==> src/hw/rtl/swc_pkg.sv <==
`default_nettype none
package swc_pkg;

	localparam int MAX_COLUMNS = 64;
	localparam int MAX_ROWS    = 64;
	localparam int RANDOM_BITS = 16;
	localparam int SITE_COUNT  = MAX_COLUMNS * MAX_ROWS;

	localparam int SITE_W = $clog2(SITE_COUNT);
	localparam int CNT_W  = SITE_W + 1;
	localparam int COL_W  = $clog2(MAX_COLUMNS);
	localparam int ROW_W  = $clog2(MAX_ROWS);
	localparam int SIZE_W = 7;
	localparam int THR_W  = 17;
	localparam int CFG_W  = 17;
	localparam int IDX_W  = 2;
	localparam int QUE_W  = ROW_W + COL_W + SITE_W;

	localparam logic [SIZE_W-1:0] SIZE_MIN  = SIZE_W'(2);
	localparam logic [SIZE_W-1:0] COLS_MAX  = SIZE_W'(MAX_COLUMNS);
	localparam logic [SIZE_W-1:0] ROWS_MAX  = SIZE_W'(MAX_ROWS);
	localparam logic [THR_W-1:0]  THR_RESET = THR_W'(32768);
	localparam logic [RANDOM_BITS-1:0] HALF_FRACTION = RANDOM_BITS'(1) << (RANDOM_BITS - 1);

	typedef enum logic [IDX_W-1:0] {
		REG_SIZE_X = 2'd0,
		REG_SIZE_Y = 2'd1,
		REG_FREEZE = 2'd2,
		REG_NONE   = 2'd3
	} reg_idx_t;

	typedef enum logic [1:0] {
		OP_WRITE_SITE = 2'd0,
		OP_WRITE_RAND = 2'd1,
		OP_SWEEP      = 2'd2,
		OP_READ_SPIN  = 2'd3
	} op_t;

	typedef struct packed {
		logic [SIZE_W-1:0] size_x;
		logic [SIZE_W-1:0] size_y;
		logic [THR_W-1:0]  freeze;
		logic [CNT_W-1:0]  sites;
	} cfg_t;

endpackage
`default_nettype wire

==> src/hw/rtl/swc_cfg.sv <==
`default_nettype none
module swc_cfg (
	input  wire logic                       clk,
	input  wire logic                       arst_n,
	input  wire logic                       cfg_we,
	input  wire logic [swc_pkg::IDX_W-1:0]  cfg_index,
	input  wire logic [swc_pkg::CFG_W-1:0]  cfg_data,
	output swc_pkg::cfg_t                   cfg
);
	import swc_pkg::*;

	logic [SIZE_W-1:0] size_x_q, size_y_q, wr_size;
	logic [THR_W-1:0]  freeze_q;
	logic [2*SIZE_W-1:0] prod;

	assign wr_size = cfg_data[SIZE_W-1:0];
	assign prod    = size_x_q * size_y_q;

	// hold clamped size registers and the freeze threshold; site count follows the sizes directly
	always_ff @(posedge clk or negedge arst_n) begin
		if (!arst_n) begin
			size_x_q <= COLS_MAX;
			size_y_q <= ROWS_MAX;
			freeze_q <= THR_RESET;
		end else begin
			if (cfg_we) begin
				unique case (reg_idx_t'(cfg_index))
					REG_SIZE_X: size_x_q <= (wr_size < SIZE_MIN) ? SIZE_MIN :
						(wr_size > COLS_MAX) ? COLS_MAX : wr_size;
					REG_SIZE_Y: size_y_q <= (wr_size < SIZE_MIN) ? SIZE_MIN :
						(wr_size > ROWS_MAX) ? ROWS_MAX : wr_size;
					REG_FREEZE: freeze_q <= cfg_data[THR_W-1:0];
					default: ;
				endcase
			end
		end
	end

	assign cfg.size_x = size_x_q;
	assign cfg.size_y = size_y_q;
	assign cfg.freeze = freeze_q;
	assign cfg.sites  = prod[CNT_W-1:0];

endmodule
`default_nettype wire

==> config.mk <==
export PLATFORM = sky130hd
export DESIGN_NAME = swc_cfg
export DESIGN_NICKNAME = d
export VERILOG_FILES = /design/src/hw/rtl/swc_pkg.sv /design/src/hw/rtl/swc_cfg.sv
export SDC_FILE = /design/constraint.sdc
export NUM_CORES = 1
export LEC_CHECK = 0
export ABC_AREA = 1
export BUFFER_PORTS_ARGS = -buffer_cell sky130_fd_sc_hd__buf_4
export CAP_MARGIN = 25
export CORE_ASPECT_RATIO = 1.2
export CORE_MARGIN = 8
export CORE_UTILIZATION = 35
export DETAILED_ROUTE_END_ITERATION = 10
export GPL_ROUTABILITY_DRIVEN = 0
export PLACE_DENSITY = 0.67
export RECOVER_POWER = 25
export SETUP_SLACK_MARGIN = 0.3
export SYNTH_ARGS = -nofsm -noshare
export SYNTH_HDL_FRONTEND = slang
export SYNTH_SLANG_ARGS = --single-unit
export TNS_END_PERCENT = 30
==> constraint.sdc <==
create_clock -name clk -period 7.5 [get_ports clk]
set_input_delay 1.5 -clock clk [delete_from_list [all_inputs] [get_ports clk]]
set_output_delay 1.5 -clock clk [all_outputs]
set_load 0.05 [all_outputs]
==> metrics.md <==
| Metric | Value |
|---|---|
| Status | complete, but fails checks |
| Failing checks | max-capacitance violations, max-slew violations |
| Worst slack, placed | 1.89 ns |
| Syn_nets | 453 |
| CTS tree | done |
| Max-slew headroom | -6.54% |
| Post-route ant nets | 0 |
| Number of flops mapped to enable cells by yosys | 0 |
| # port buffers | 65 |
| Post-CTS Hold Fix Bufs | 0 |
| WP buf/inv | 4 |
| Clock sink count | 31 |
| Cell breakdown of the critical path | nand2_1 > fa_1 > fa_1 > inv_1 > fa_1 > inv_1 > fa_1 > inv_1 > ha_1 > a21oi_1 > nand2_1 > a21oi_1 > xnor2_1 > buf_4 |
| Setup TNS after final layout | 0 ns |
| Fillcell total | 871 |
| DIE AREA | 0.0118 mm² |
| Initial core utilization | 35.5% |
| Critical Path Sink Type | output pin |
| DP HPWL | 5.71 mm |
| Gr ovfl total | 0 |
| Seq/Total Area, Yosys | 26.1% |
| # nets final | 509 |
| Pin count of the biggest net entering global routing | 32 |
| Main synth FF type | dfrtp_1 |
| Post_cts resized | 0 |
| Final setup vio count | 0 |
| Util after Layout | 43.5% |
| Worst EP arrival | 4.40 ns |
| Vias | 2470 |
| Leak Pwr | 0.00235 µW |
| Total GRT Usage | 12.2% |
| Cell Area, Synth | 0.00299 mm² |
| Power per cell area | 240 mW/mm² |
| First-pass GRT wire length | 11.7 mm |
| Final Critical Period | 5.90 ns |
| Synth Instances | 378 |
| Routed wire length | 6.85 mm |
| Startpoint Class | register |
| Max rail drop VDD | 151 µV |
| FP Rows | 37 |
| Setup WS post-layout | 1.60 ns |
| FF+latch count, synth | 31 |
| Via-per-instance ratio | 4.47 |
| I/O pin count | 66 |
| 1st-iter DRT viols | 88 |
| CTS clk-pin slew, worst paths | 0.06 ns |
| Area Overhead vs Synth | 22.6% |
| Synth unique cells | 26 |
| Initial antenna violation count | 0 |
| CP max FO | 9 |
| CTS root buf | clkbuf_8 |
| RSZ-0062 raised after global routing | false |
| Crit path required time | 6.00 ns |
| Setup bufs post-CTS | 0 |
| YS warnings | 0 |
| CP top delay family | adder cells |
| Routed len/inst | 12.4 µm |
| CTS H-Tree Depth | 2 |
| Height of the die | 117 µm |
| F_max | 170 MHz |
| ANT cells | 0 |
| Die width | 100 µm |
| Worst Hold Class | reg2reg |
| Layout cells sized above 1 | 21.1% |
| Clk buf depth | 2 |
| Vias in the first global route | 2574 |
| Final hold violation count | 0 |
| Num CTS Buffers | 5 |
| DRT Pass-1 Iters | 4 |
| Worst path max stage delay | 0.62 ns |
| Post-synth ARST share | 100% |
| Crit-path most repeated cell | fa_1 |
| DR DRC count | 0 |
| Core area | 0.00843 mm² |
| Final Skew | 0 ns |
| Max-slew violations | 32 |
| Final Cycle Share | 78.6% |
| Fin cells | 552 |
| Least-Margin Pin Slew | 1.60 ns |
| Setup Crit Path Kind | reg2out |
| Placed cells | 544 |
| Slowest stage cell on the critical path | dfstp_2 |
| Maxcap violations | 1 |
| Worst-skew pair later-pin latency | 0.28 ns |
| Post-Syn Area per Cell | 7.91 µm² |
-- cells in the final DEF (no fill, tap or decap), types with 6 or more instances in the layout --
| cell | count |
|---|---|
| nand3_1 | 16 |
| nor2_1 | 15 |
| mux2_4 | 10 |
| dfrtp_1 | 28 |
| nand2_1 | 120 |
| ha_1 | 30 |
| inv_1 | 77 |
| buf_4 | 64 |
| clkbuf_8 | 6 |
| o21ai_0 | 15 |
| fa_1 | 23 |
-- routing by layer --
layer	GRT usage [%]	wire length, µm	vias up
li1	-	-	1247
met1	13.6	2800	1138
met2	20.7	3250	77
met3	5.38	719	8
met4	3.64	85	0
met5	0	0	-
-- cell usage after synthesis, types with 3 or more instances --
| master | n | area, µm² |
|---|---|---|
| clkbuf_1 | 12 | 45.0 |
| fa_1 | 23 | 460 |
| a21oi_1 | 5 | 25.0 |
| dfstp_2 | 3 | 78.8 |
| buf_2 | 3 | 15.0 |
| mux2_4 | 10 | 150 |
| ha_1 | 30 | 375 |
| nor2_1 | 15 | 56.3 |
| xor2_1 | 5 | 43.8 |
| nand3_1 | 16 | 80.1 |
| o21ai_0 | 15 | 75.1 |
| dfrtp_1 | 28 | 701 |
| inv_1 | 77 | 289 |
| nand2_1 | 120 | 450 |
-- where the power goes --
group | internal [µW] | switching [µW] | total (µW) | leakage (µW)
Combinational | 158 | 318 | 476 | 0.00190
Sequential | 196 | 39.1 | 235 | 0.000382
Clock | 107 | 61.7 | 169 | 0.0000612
-- sequential cells by signal, summed over array words and instances (netlist names) --
signal,flops
freeze_q,17
size_x_q,7
size_y_q,7
-- tightest hold or removal path, stage by stage, from the launching register on --
cell and delay, ns:
dfrtp_1 0.34, nand2_1 0.05, o21ai_0 0.06
-- layout make-up --
cell class	instances	area, µm²	area share [%]
clock buffers	6	82.6	2.25
clock inverters	2	35.0	0.956
inverters	78	293	7.99
multi-input cells	253	1850	50.3
flip-flops and latches	31	779	21.3
well taps	117	146	3.99
repair buffers	65	484	13.2
-- stage by stage --
stage                     cell area, µm²  hold WS [ns]  total power [µW]
after floorplan                     2990         0.723               583
after global placement              3550         0.471               712
after detailed placement            3550         0.475               717
after CTS                           3670         0.491               892
after global routing                3670         0.520               942
final                               3670         0.487               880
-- final timing paths --
kind	start	endpoint	slack, ns	cells past startpoint
worst max-delay path	size_y_q[6]	cfg[7]	1.60	14
worst min-delay path	freeze_q[6]	freeze_q[6]	0.49	2
worst max register to register	size_x_q[4]	size_x_q[4]	6.64	2
worst min register to register	freeze_q[6]	freeze_q[6]	0.49	2
max in group asynchronous	arst_n	size_y_q[3]	4.96	1
min in group asynchronous	arst_n	size_x_q[4]	1.62	1
-- cells by family after synthesis --
family	count (synthesis)	synth area share [%]
AND/OR/NAND/NOR	157	21.7
buffers and inverters	94	12.2
adder cells (fa/ha/maj)	53	28.0
flip-flops	31	26.1
AO/OA/AOI/OAI	24	4.27
multiplexers	12	5.78
XOR/XNOR	7	2.05
(Power assumes the default switching activity.)
